## src/hdl/ptro_pkg.sv

```systemverilog
// shared types and constants for the point to rectangle outline distance block
`timescale 1ns / 1ps
`default_nettype none

package ptro_pkg;

	localparam int COORD_W = 16;
	localparam int SIZE_W  = 15;
	localparam int DIFF_W  = 18;
	localparam int MAG_W   = 16;
	localparam int SQ_W    = 2 * MAG_W;
	localparam int RAD_W   = 34;
	localparam int ROOT_W  = RAD_W / 2;
	localparam int REM_W   = ROOT_W + 3;
	localparam int DIST_W  = 18;
	localparam int CELLS   = ROOT_W;

	localparam logic [1:0] CFG_RECT_LEFT   = 2'd0;
	localparam logic [1:0] CFG_RECT_TOP    = 2'd1;
	localparam logic [1:0] CFG_RECT_WIDTH  = 2'd2;
	localparam logic [1:0] CFG_RECT_HEIGHT = 2'd3;

	typedef struct packed {
		logic signed [COORD_W-1:0] point_x;
		logic signed [COORD_W-1:0] point_y;
	} req_t;

	typedef struct packed {
		logic [DIST_W-1:0] edge_distance;
		logic              inside_flag;
	} rsp_t;

	typedef struct packed {
		logic signed [COORD_W-1:0] left;
		logic signed [COORD_W-1:0] top;
		logic [SIZE_W-1:0]         width;
		logic [SIZE_W-1:0]         height;
	} rect_t;

	// data handed from one square-root cell to the next
	typedef struct packed {
		logic [RAD_W-1:0]  rad;
		logic [REM_W-1:0]  rem;
		logic [ROOT_W-1:0] root;
		logic              in_rect;
		logic [MAG_W-1:0]  in_min;
	} sqrt_cell_t;

endpackage

`default_nettype wire

```

## src/hdl/ptro_front.sv

```systemverilog
// front pipeline: edge offsets, outside distances, squares and radicand
`timescale 1ns / 1ps
`default_nettype none

module ptro_front (
	input  wire logic                 clk,
	input  wire logic                 arst_n,
	input  wire logic                 req_valid,
	input  wire ptro_pkg::req_t       req,
	output logic                      req_ready,
	input  wire ptro_pkg::rect_t      rect,
	output logic                      dn_valid,
	output ptro_pkg::sqrt_cell_t      dn,
	input  wire logic                 dn_ready
);

	logic v_s1, v_s2, v_s3, v_s4;
	logic rdy_s1, rdy_s2, rdy_s3, rdy_s4;

	logic signed [ptro_pkg::DIFF_W-1:0] dl_s1, dr_s1, dt_s1, db_s1;
	logic [ptro_pkg::MAG_W-1:0]         dx_s2, dy_s2, min_s2;
	logic                               inside_s2;
	logic [ptro_pkg::SQ_W-1:0]          sqx_s3, sqy_s3;
	logic [ptro_pkg::MAG_W-1:0]         min_s3;
	logic                               inside_s3;
	ptro_pkg::sqrt_cell_t               cell_s4;

	logic signed [ptro_pkg::DIFF_W-1:0] l_ext, t_ext, r_ext, b_ext, x_ext, y_ext;
	logic [ptro_pkg::MAG_W-1:0]         dx_c, dy_c, min_a, min_b, min_c;
	logic                               inside_c;

	assign rdy_s4    = !v_s4 || dn_ready;
	assign rdy_s3    = !v_s3 || rdy_s4;
	assign rdy_s2    = !v_s2 || rdy_s3;
	assign rdy_s1    = !v_s1 || rdy_s2;
	assign req_ready = rdy_s1;
	assign dn_valid  = v_s4;
	assign dn        = cell_s4;

	// edges at full width, right and bottom not wrapped
	always_comb begin
		l_ext = ptro_pkg::DIFF_W'(rect.left);
		t_ext = ptro_pkg::DIFF_W'(rect.top);
		r_ext = l_ext + $signed(ptro_pkg::DIFF_W'(rect.width));
		b_ext = t_ext + $signed(ptro_pkg::DIFF_W'(rect.height));
		x_ext = ptro_pkg::DIFF_W'(req.point_x);
		y_ext = ptro_pkg::DIFF_W'(req.point_y);
	end

	// distance outside each axis span, and least edge offset when inside
	always_comb begin
		if (dl_s1[ptro_pkg::DIFF_W-1]) begin
			dx_c = ptro_pkg::MAG_W'(-dl_s1);
		end else if (dr_s1[ptro_pkg::DIFF_W-1]) begin
			dx_c = ptro_pkg::MAG_W'(-dr_s1);
		end else begin
			dx_c = '0;
		end
		if (dt_s1[ptro_pkg::DIFF_W-1]) begin
			dy_c = ptro_pkg::MAG_W'(-dt_s1);
		end else if (db_s1[ptro_pkg::DIFF_W-1]) begin
			dy_c = ptro_pkg::MAG_W'(-db_s1);
		end else begin
			dy_c = '0;
		end
		inside_c = !(dl_s1[ptro_pkg::DIFF_W-1] || dr_s1[ptro_pkg::DIFF_W-1] ||
			dt_s1[ptro_pkg::DIFF_W-1] || db_s1[ptro_pkg::DIFF_W-1]);
		min_a = (dl_s1[ptro_pkg::MAG_W-1:0] < dr_s1[ptro_pkg::MAG_W-1:0]) ?
			dl_s1[ptro_pkg::MAG_W-1:0] : dr_s1[ptro_pkg::MAG_W-1:0];
		min_b = (dt_s1[ptro_pkg::MAG_W-1:0] < db_s1[ptro_pkg::MAG_W-1:0]) ?
			dt_s1[ptro_pkg::MAG_W-1:0] : db_s1[ptro_pkg::MAG_W-1:0];
		min_c = (min_a < min_b) ? min_a : min_b;
	end

	always_ff @(posedge clk or negedge arst_n) begin
		if (!arst_n) begin
			v_s1 <= 1'b0;
			v_s2 <= 1'b0;
			v_s3 <= 1'b0;
			v_s4 <= 1'b0;
		end else begin
			if (rdy_s1) v_s1 <= req_valid;
			if (rdy_s2) v_s2 <= v_s1;
			if (rdy_s3) v_s3 <= v_s2;
			if (rdy_s4) v_s4 <= v_s3;
		end
	end

	always_ff @(posedge clk) begin
		if (rdy_s1 && req_valid) begin
			dl_s1 <= x_ext - l_ext;
			dr_s1 <= r_ext - x_ext;
			dt_s1 <= y_ext - t_ext;
			db_s1 <= b_ext - y_ext;
		end
		if (rdy_s2 && v_s1) begin
			dx_s2     <= dx_c;
			dy_s2     <= dy_c;
			min_s2    <= min_c;
			inside_s2 <= inside_c;
		end
		if (rdy_s3 && v_s2) begin
			sqx_s3    <= ptro_pkg::SQ_W'(dx_s2) * ptro_pkg::SQ_W'(dx_s2);
			sqy_s3    <= ptro_pkg::SQ_W'(dy_s2) * ptro_pkg::SQ_W'(dy_s2);
			min_s3    <= min_s2;
			inside_s3 <= inside_s2;
		end
		if (rdy_s4 && v_s3) begin
			cell_s4.rad     <= ptro_pkg::RAD_W'(sqx_s3) + ptro_pkg::RAD_W'(sqy_s3);
			cell_s4.rem     <= '0;
			cell_s4.root    <= '0;
			cell_s4.in_rect <= inside_s3;
			cell_s4.in_min  <= min_s3;
		end
	end

endmodule

`default_nettype wire

```

## src/hdl/ptro_cell.sv

```systemverilog
// one square-root cell: settles one root bit and passes the rest on
`timescale 1ns / 1ps
`default_nettype none

module ptro_cell (
	input  wire logic                 clk,
	input  wire logic                 arst_n,
	input  wire logic                 up_valid,
	input  wire ptro_pkg::sqrt_cell_t up,
	output logic                      up_ready,
	output logic                      dn_valid,
	output ptro_pkg::sqrt_cell_t      dn,
	input  wire logic                 dn_ready
);

	logic                  valid_q;
	ptro_pkg::sqrt_cell_t  cell_q;
	ptro_pkg::sqrt_cell_t  step;
	logic [ptro_pkg::REM_W-1:0] rem_sh, trial;

	assign up_ready = !valid_q || dn_ready;
	assign dn_valid = valid_q;
	assign dn       = cell_q;

	// restoring digit step on the top two radicand bits
	always_comb begin
		rem_sh = {up.rem[ptro_pkg::REM_W-3:0], up.rad[ptro_pkg::RAD_W-1 -: 2]};
		trial  = {1'b0, up.root, 2'b01};
		step   = up;
		step.rad = {up.rad[ptro_pkg::RAD_W-3:0], 2'b00};
		if (rem_sh >= trial) begin
			step.rem  = rem_sh - trial;
			step.root = {up.root[ptro_pkg::ROOT_W-2:0], 1'b1};
		end else begin
			step.rem  = rem_sh;
			step.root = {up.root[ptro_pkg::ROOT_W-2:0], 1'b0};
		end
	end

	always_ff @(posedge clk or negedge arst_n) begin
		if (!arst_n) begin
			valid_q <= 1'b0;
		end else if (up_ready) begin
			valid_q <= up_valid;
		end
	end

	always_ff @(posedge clk) begin
		if (up_ready && up_valid) begin
			cell_q <= step;
		end
	end

	// remainder never exceeds twice the partial root
	a_rem_bound: assert property (@(posedge clk) disable iff (!arst_n)
		valid_q |-> (cell_q.rem <= {2'b00, cell_q.root, 1'b0}))
		else $error("square-root remainder out of bound");

endmodule

`default_nettype wire

```

## src/hdl/point_to_rect_outline_distance.sv

```systemverilog
// top level: configuration registers, front pipeline, square-root cell chain, result register
`timescale 1ns / 1ps
`default_nettype none

// Measures each requested point against the configured axis-aligned rectangle
// and returns the rounded distance to its nearest side together with an
// inclusive inside flag. One request is taken every cycle while the result
// side does not stall. The request passes twenty-two registers, the first
// loaded at the accepting edge: four front stages (edge offsets, outside
// distances, squares, sum of squares), a chain of seventeen square-root
// cells that each settle one bit of the root, and the result register.
// Points inside give the least perpendicular offset; points outside give the
// distance to the rectangle, rounded to the nearest integer. Stall travels
// back stage by stage, so empty stages keep taking requests while a result
// waits. The rectangle is written through cfg_we / cfg_index / cfg_data and
// must only change while no request is in flight.
module point_to_rect_outline_distance (
	input  wire logic                    clk,
	input  wire logic                    arst_n,
	input  wire logic                    req_valid,
	output logic                         req_stall,
	input  wire ptro_pkg::req_t          req,
	output logic                         rsp_valid,
	input  wire logic                    rsp_stall,
	output ptro_pkg::rsp_t               rsp,
	input  wire logic                    cfg_we,
	input  wire logic [1:0]              cfg_index,
	input  wire logic [ptro_pkg::COORD_W-1:0] cfg_data
);

	// configuration registers
	ptro_pkg::rect_t rect_q;

	// cell chain links; link zero comes from the front pipeline
	logic                 link_valid [0:ptro_pkg::CELLS];
	logic                 link_ready [0:ptro_pkg::CELLS];
	ptro_pkg::sqrt_cell_t link       [0:ptro_pkg::CELLS];

	logic                 req_ready;
	logic                 out_ready;
	logic                 rsp_valid_q;
	ptro_pkg::rsp_t       rsp_q;
	ptro_pkg::sqrt_cell_t last;
	logic                 round_up;
	logic [ptro_pkg::DIST_W-1:0] dist_c;

	always_ff @(posedge clk or negedge arst_n) begin
		if (!arst_n) begin
			rect_q <= '0;
		end else if (cfg_we) begin
			case (cfg_index)
				ptro_pkg::CFG_RECT_LEFT:   rect_q.left   <= cfg_data;
				ptro_pkg::CFG_RECT_TOP:    rect_q.top    <= cfg_data;
				ptro_pkg::CFG_RECT_WIDTH:  rect_q.width  <= cfg_data[ptro_pkg::SIZE_W-1:0];
				ptro_pkg::CFG_RECT_HEIGHT: rect_q.height <= cfg_data[ptro_pkg::SIZE_W-1:0];
				default: ;
			endcase
		end
	end

	ptro_front u_front (
		.clk       (clk),
		.arst_n    (arst_n),
		.req_valid (req_valid),
		.req       (req),
		.req_ready (req_ready),
		.rect      (rect_q),
		.dn_valid  (link_valid[0]),
		.dn        (link[0]),
		.dn_ready  (link_ready[0])
	);

	assign req_stall = !req_ready;

	// one cell per root bit, most significant first
	for (genvar i = 0; i < ptro_pkg::CELLS; i++) begin : g_cell
		ptro_cell u_cell (
			.clk      (clk),
			.arst_n   (arst_n),
			.up_valid (link_valid[i]),
			.up       (link[i]),
			.up_ready (link_ready[i]),
			.dn_valid (link_valid[i+1]),
			.dn       (link[i+1]),
			.dn_ready (link_ready[i+1])
		);
	end

	assign out_ready                   = !rsp_valid_q || !rsp_stall;
	assign link_ready[ptro_pkg::CELLS] = out_ready;
	assign last                        = link[ptro_pkg::CELLS];

	// round to nearest: up when the squared distance exceeds k*k + k
	always_comb begin
		round_up = last.rem > ptro_pkg::REM_W'(last.root);
		if (last.in_rect) begin
			dist_c = ptro_pkg::DIST_W'(last.in_min);
		end else begin
			dist_c = ptro_pkg::DIST_W'(last.root) + ptro_pkg::DIST_W'(round_up);
		end
	end

	always_ff @(posedge clk or negedge arst_n) begin
		if (!arst_n) begin
			rsp_valid_q <= 1'b0;
		end else if (out_ready) begin
			rsp_valid_q <= link_valid[ptro_pkg::CELLS];
		end
	end

	always_ff @(posedge clk) begin
		if (out_ready && link_valid[ptro_pkg::CELLS]) begin
			rsp_q.edge_distance <= dist_c;
			rsp_q.inside_flag   <= last.in_rect;
		end
	end

	assign rsp_valid = rsp_valid_q;
	assign rsp       = rsp_q;

	// requests are only held off when every stage is full behind a stalled result
	a_stall_cause: assert property (@(posedge clk) disable iff (!arst_n)
		req_stall |-> (rsp_valid && rsp_stall))
		else $error("request stalled with room in the pipeline");

	// an inside point is never farther than the largest side from an edge
	a_inside_bound: assert property (@(posedge clk) disable iff (!arst_n)
		(rsp_valid && rsp.inside_flag) |-> (rsp.edge_distance <= 18'd32767))
		else $error("inside distance out of range");

	// the farthest outside corner distance never exceeds the rounded root of 2*65535^2
	a_dist_bound: assert property (@(posedge clk) disable iff (!arst_n)
		rsp_valid |-> (rsp.edge_distance <= 18'd92682))
		else $error("edge distance out of range");

endmodule

`default_nettype wire

```

## config.mk

```make
export PLATFORM = sky130hd
export DESIGN_NAME = point_to_rect_outline_distance
export DESIGN_NICKNAME = d
export VERILOG_FILES = /design/src/hdl/ptro_pkg.sv /design/src/hdl/ptro_front.sv /design/src/hdl/ptro_cell.sv /design/src/hdl/point_to_rect_outline_distance.sv
export SDC_FILE = /design/constraint.sdc
export NUM_CORES = 2
export LEC_CHECK = 0
export BUFFER_PORTS_ARGS = -buffer_cell sky130_fd_sc_hd__buf_4
export CORE_ASPECT_RATIO = 0.8
export CORE_UTILIZATION = 40
export DETAILED_ROUTE_END_ITERATION = 6
export RECOVER_POWER = 50
export SYNTH_ARGS = -nofsm -noshare
export SYNTH_HDL_FRONTEND = slang
export SYNTH_HIERARCHICAL = 1
export SYNTH_SLANG_ARGS = --single-unit
```

## constraint.sdc

```tcl
create_clock -name clk -period 5.9 [get_ports clk]
set_input_delay 0.885 -clock clk [delete_from_list [all_inputs] [get_ports clk]]
set_output_delay 0.885 -clock clk [all_outputs]
set_load 0.01 [all_outputs]
```

==> key figures <==
GRT
  • First-pass GRT wire length: a little over 300 mm
  • Grt ovf: 0
  • Vias in the first global route: between 50000 and 60000
  • GRT Resource Usage Total: between 10% and 20%
  • Largest net degree at the start of global routing: approximately 70
  • Initial antenna violation count: 4

Final layout
  • Non-filler cells in the finished layout: ~11000
  • Commonest non-fill, non-tap cell in the layout: edfxtp_1
  • Syn-to-layout area delta: 11.63%
  • Core Util, Final: approximately 45%
  • Finished Cell Area: around 100000 sq um
  • Most frequent cells in the layout: edfxtp_1 (1423), inv_1 (1089), ha_1 (677)
  • Share of layout cells above drive strength 1: approximately 15%
  • Nets: between 8000 and 9000

Run
  • Max-cap viol count: 1

Critical path
  • Worst path cell trace: buf_6, and2_4, fa_1, inv_1, fa_1, inv_1, fa_2, fa_2, fa_1, inv_1, fa_1, inv_2, ha_4, nand3_4, o2111ai_2, a31oi_2, o41ai_2, a21oi_1, o221a_2, buf_6, inv_2, a21oi_2, xnor2_1
  • WP data arrival: between 6 and 7 ns
  • CP max FO: 3
  • CP Launch Type: flop
  • Critical Path Max Stage Delay: 0.54 ns
  • Worst path slowest cell: fa_2
  • R2r startpoint: u_front/dx_s2[3]
  • Worst EP required: about 6.4 ns
  • CP most frequent cell: fa_1
  • CP Launch Point: u_front/dx_s2[3]
  • Worst setup path class: reg2reg
  • Crit. End Element: flop

STA
  • Setup violation total in the final timing report: 5
  • Final worst slack: -0.1017 ns
  • Max Clk Rate: between 150 and 200 MHz
  • Actual slew at the worst max-slew pin: 1.700 ns
  • Tcrit/Tclk final: 101.7%
  • Period minus WS final: 6.002 ns
  • Final Max Slew Viols: 33
  • RSZ-0062 raised after global routing: true
  • Final Hold Vio Count: 0
  • Max_slew headroom: -13.33%
  • Clk_skew: 0.08720 ns

Detailed routing
  • Via count: about 55000
  • Drt initial violations: 3323
  • Drt drc: 1
  • Final wirelength: roughly 190 mm
  • Wire length per cell: roughly 18 microns
  • Antenna-violating nets left: 0
  • TritonRoute pass-1 iters: 7
  • Via density: around 5

Placement
  • Dpl cells: roughly 11000
  • Final Wtd Congestion: 0.8797
  • DP Area: 96150 sq um
  • Detailed placement HPWL: around 150 mm
  • Pre-CTS setup slack: -0.3559 ns
  • Port Buf Inserts: 75

Clock network
  • Clock Latency Late Sink: ~0.8 ns
  • Longest Clk Path Bufs: 4
  • TritonCTS Buffers: about 160
  • CTS clk-pin slew, worst paths: approximately 0.07 ns
  • Sinks on the clock net: 1507
  • Htree depth: 4
  • CTS Root Cell: clkbuf_16
  • CTS tree: done

Run status
  • Status: finished, violations left
  • Violated checks: design-rule violations, max-capacitance violations, max-slew violations, negative setup slack

Floorplan
  • Core Box Area: about 230000 sq um
  • Full die area: around 230000 sq um
  • # IOs: 76
  • Row count: around 160
  • Initial core utilization: between 40% and 50%
  • Die span in x: between 500 and 600 microns
  • Die height: approximately 430 microns

Synth
  • Mapped Area: 91440 sq um
  • Avg Cell Area, Syn: about 12 sq um
  • Cell count after synthesis: ~7500
  • Syn. warnings: 6

Min path
  • Hold Startpoint: rsp_stall
  • Hold Crit Class: in2reg
[final timing paths]
kind / end / slack, ns / cells after the start
max in group asynchronous: g_cell[3].u_cell/dn_valid / 3.24 / 3
worst max register to register: u_front/sqx_s3[27] / -0.10 / 23
worst min register to register: g_cell[8].u_cell/dn[15] / 0.37 / 0
min in group asynchronous: rect_q[39] / 1.10 / 2
worst min-delay path: rsp_valid / 0.31 / 3
worst max-delay path: u_front/sqx_s3[27] / -0.10 / 23
[sequential cells by signal (all words and copies together), names as in the netlist]
| register | cells |
|---|---|
| g_cell.u_cell/dn | 1158 |
| rect_q | 62 |
| u_front/dn | 50 |
| u_front/sqx_s3 | 31 |
| u_front/sqy_s3 | 31 |
| rsp | 19 |
| g_cell.u_cell/dn_valid | 17 |
| u_front/db_s1 | 17 |
| u_front/dl_s1 | 17 |
| u_front/dr_s1 | 17 |
| u_front/dt_s1 | 17 |
| u_front/dx_s2 | 16 |
| u_front/dy_s2 | 16 |
| u_front/min_s2 | 16 |
| u_front/min_s3 | 16 |
| rsp_valid | 1 |
| u_front/dn_valid | 1 |
| u_front/inside_s2 | 1 |
| u_front/inside_s3 | 1 |
| u_front/v_s1 | 1 |
| u_front/v_s2 | 1 |
| u_front/v_s3 | 1 |
[layout make-up]
cell class | count | area [sq um]
Inverter | 1119 | 4205
Tap cell | 3002 | 3756
Antenna cell | 2 | 5.005
Fill cell | 20480 | 124500
Timing Repair Buffer | 343 | 2791
Clock inverter | 82 | 724.4
Sequential cell | 1507 | 44830
Clock buffer | 193 | 4179
Multi-Input combinational cell | 4667 | 41580
[layer usage]
metal	share of wire [%]	GRT usage, %	wire (microns)
met1	49	23.64	93290
met5	0	0	0
met2	45	26.04	85770
met3	3.7	2.238	7044
met4	2.6	4.496	4929
[what timing repair did]
| item | 4_1_cts | 5_1_grt |
|---|---|---|
| setup buffers | 12 | 27 |
| gates resized for setup | 46 | 142 |
| hold endpoints to repair | 8 | 0 |
| hold buffers | 1 | 0 |
| pin swaps | 36 | 96 |
| endpoints found under the setup margin | 17 | 31 |
[worst max-delay path, delay by kind of cell, from the launching register on]
family / cells / cell delay (ns)
AO/OA/AOI/OAI: 6 / 1.09
AND/OR/NAND/NOR: 2 / 0.25
adder cells (fa/ha/maj): 7 / 3.28
buffers and inverters: 7 / 0.55
XOR/XNOR: 1 / 0.12
flip-flops: 1 / 0.47
[metrics by stage]
| step | TNS, ns | hold WS [ns] |
|---|---|---|
| detailed placement | -2.497 | 0.4045 |
| global route | -2.598 | 0.2727 |
| global placement | -1.987 | 0.4001 |
| CTS | -0.7753 | 0.2466 |
| finish | -0.3317 | 0.3066 |
| floorplan | -0.05557 | 0.4003 |
Power is left out: the tool's default activity adds up to more than one toggle a clock period on the data nets, which glitch-free logic cannot reach.
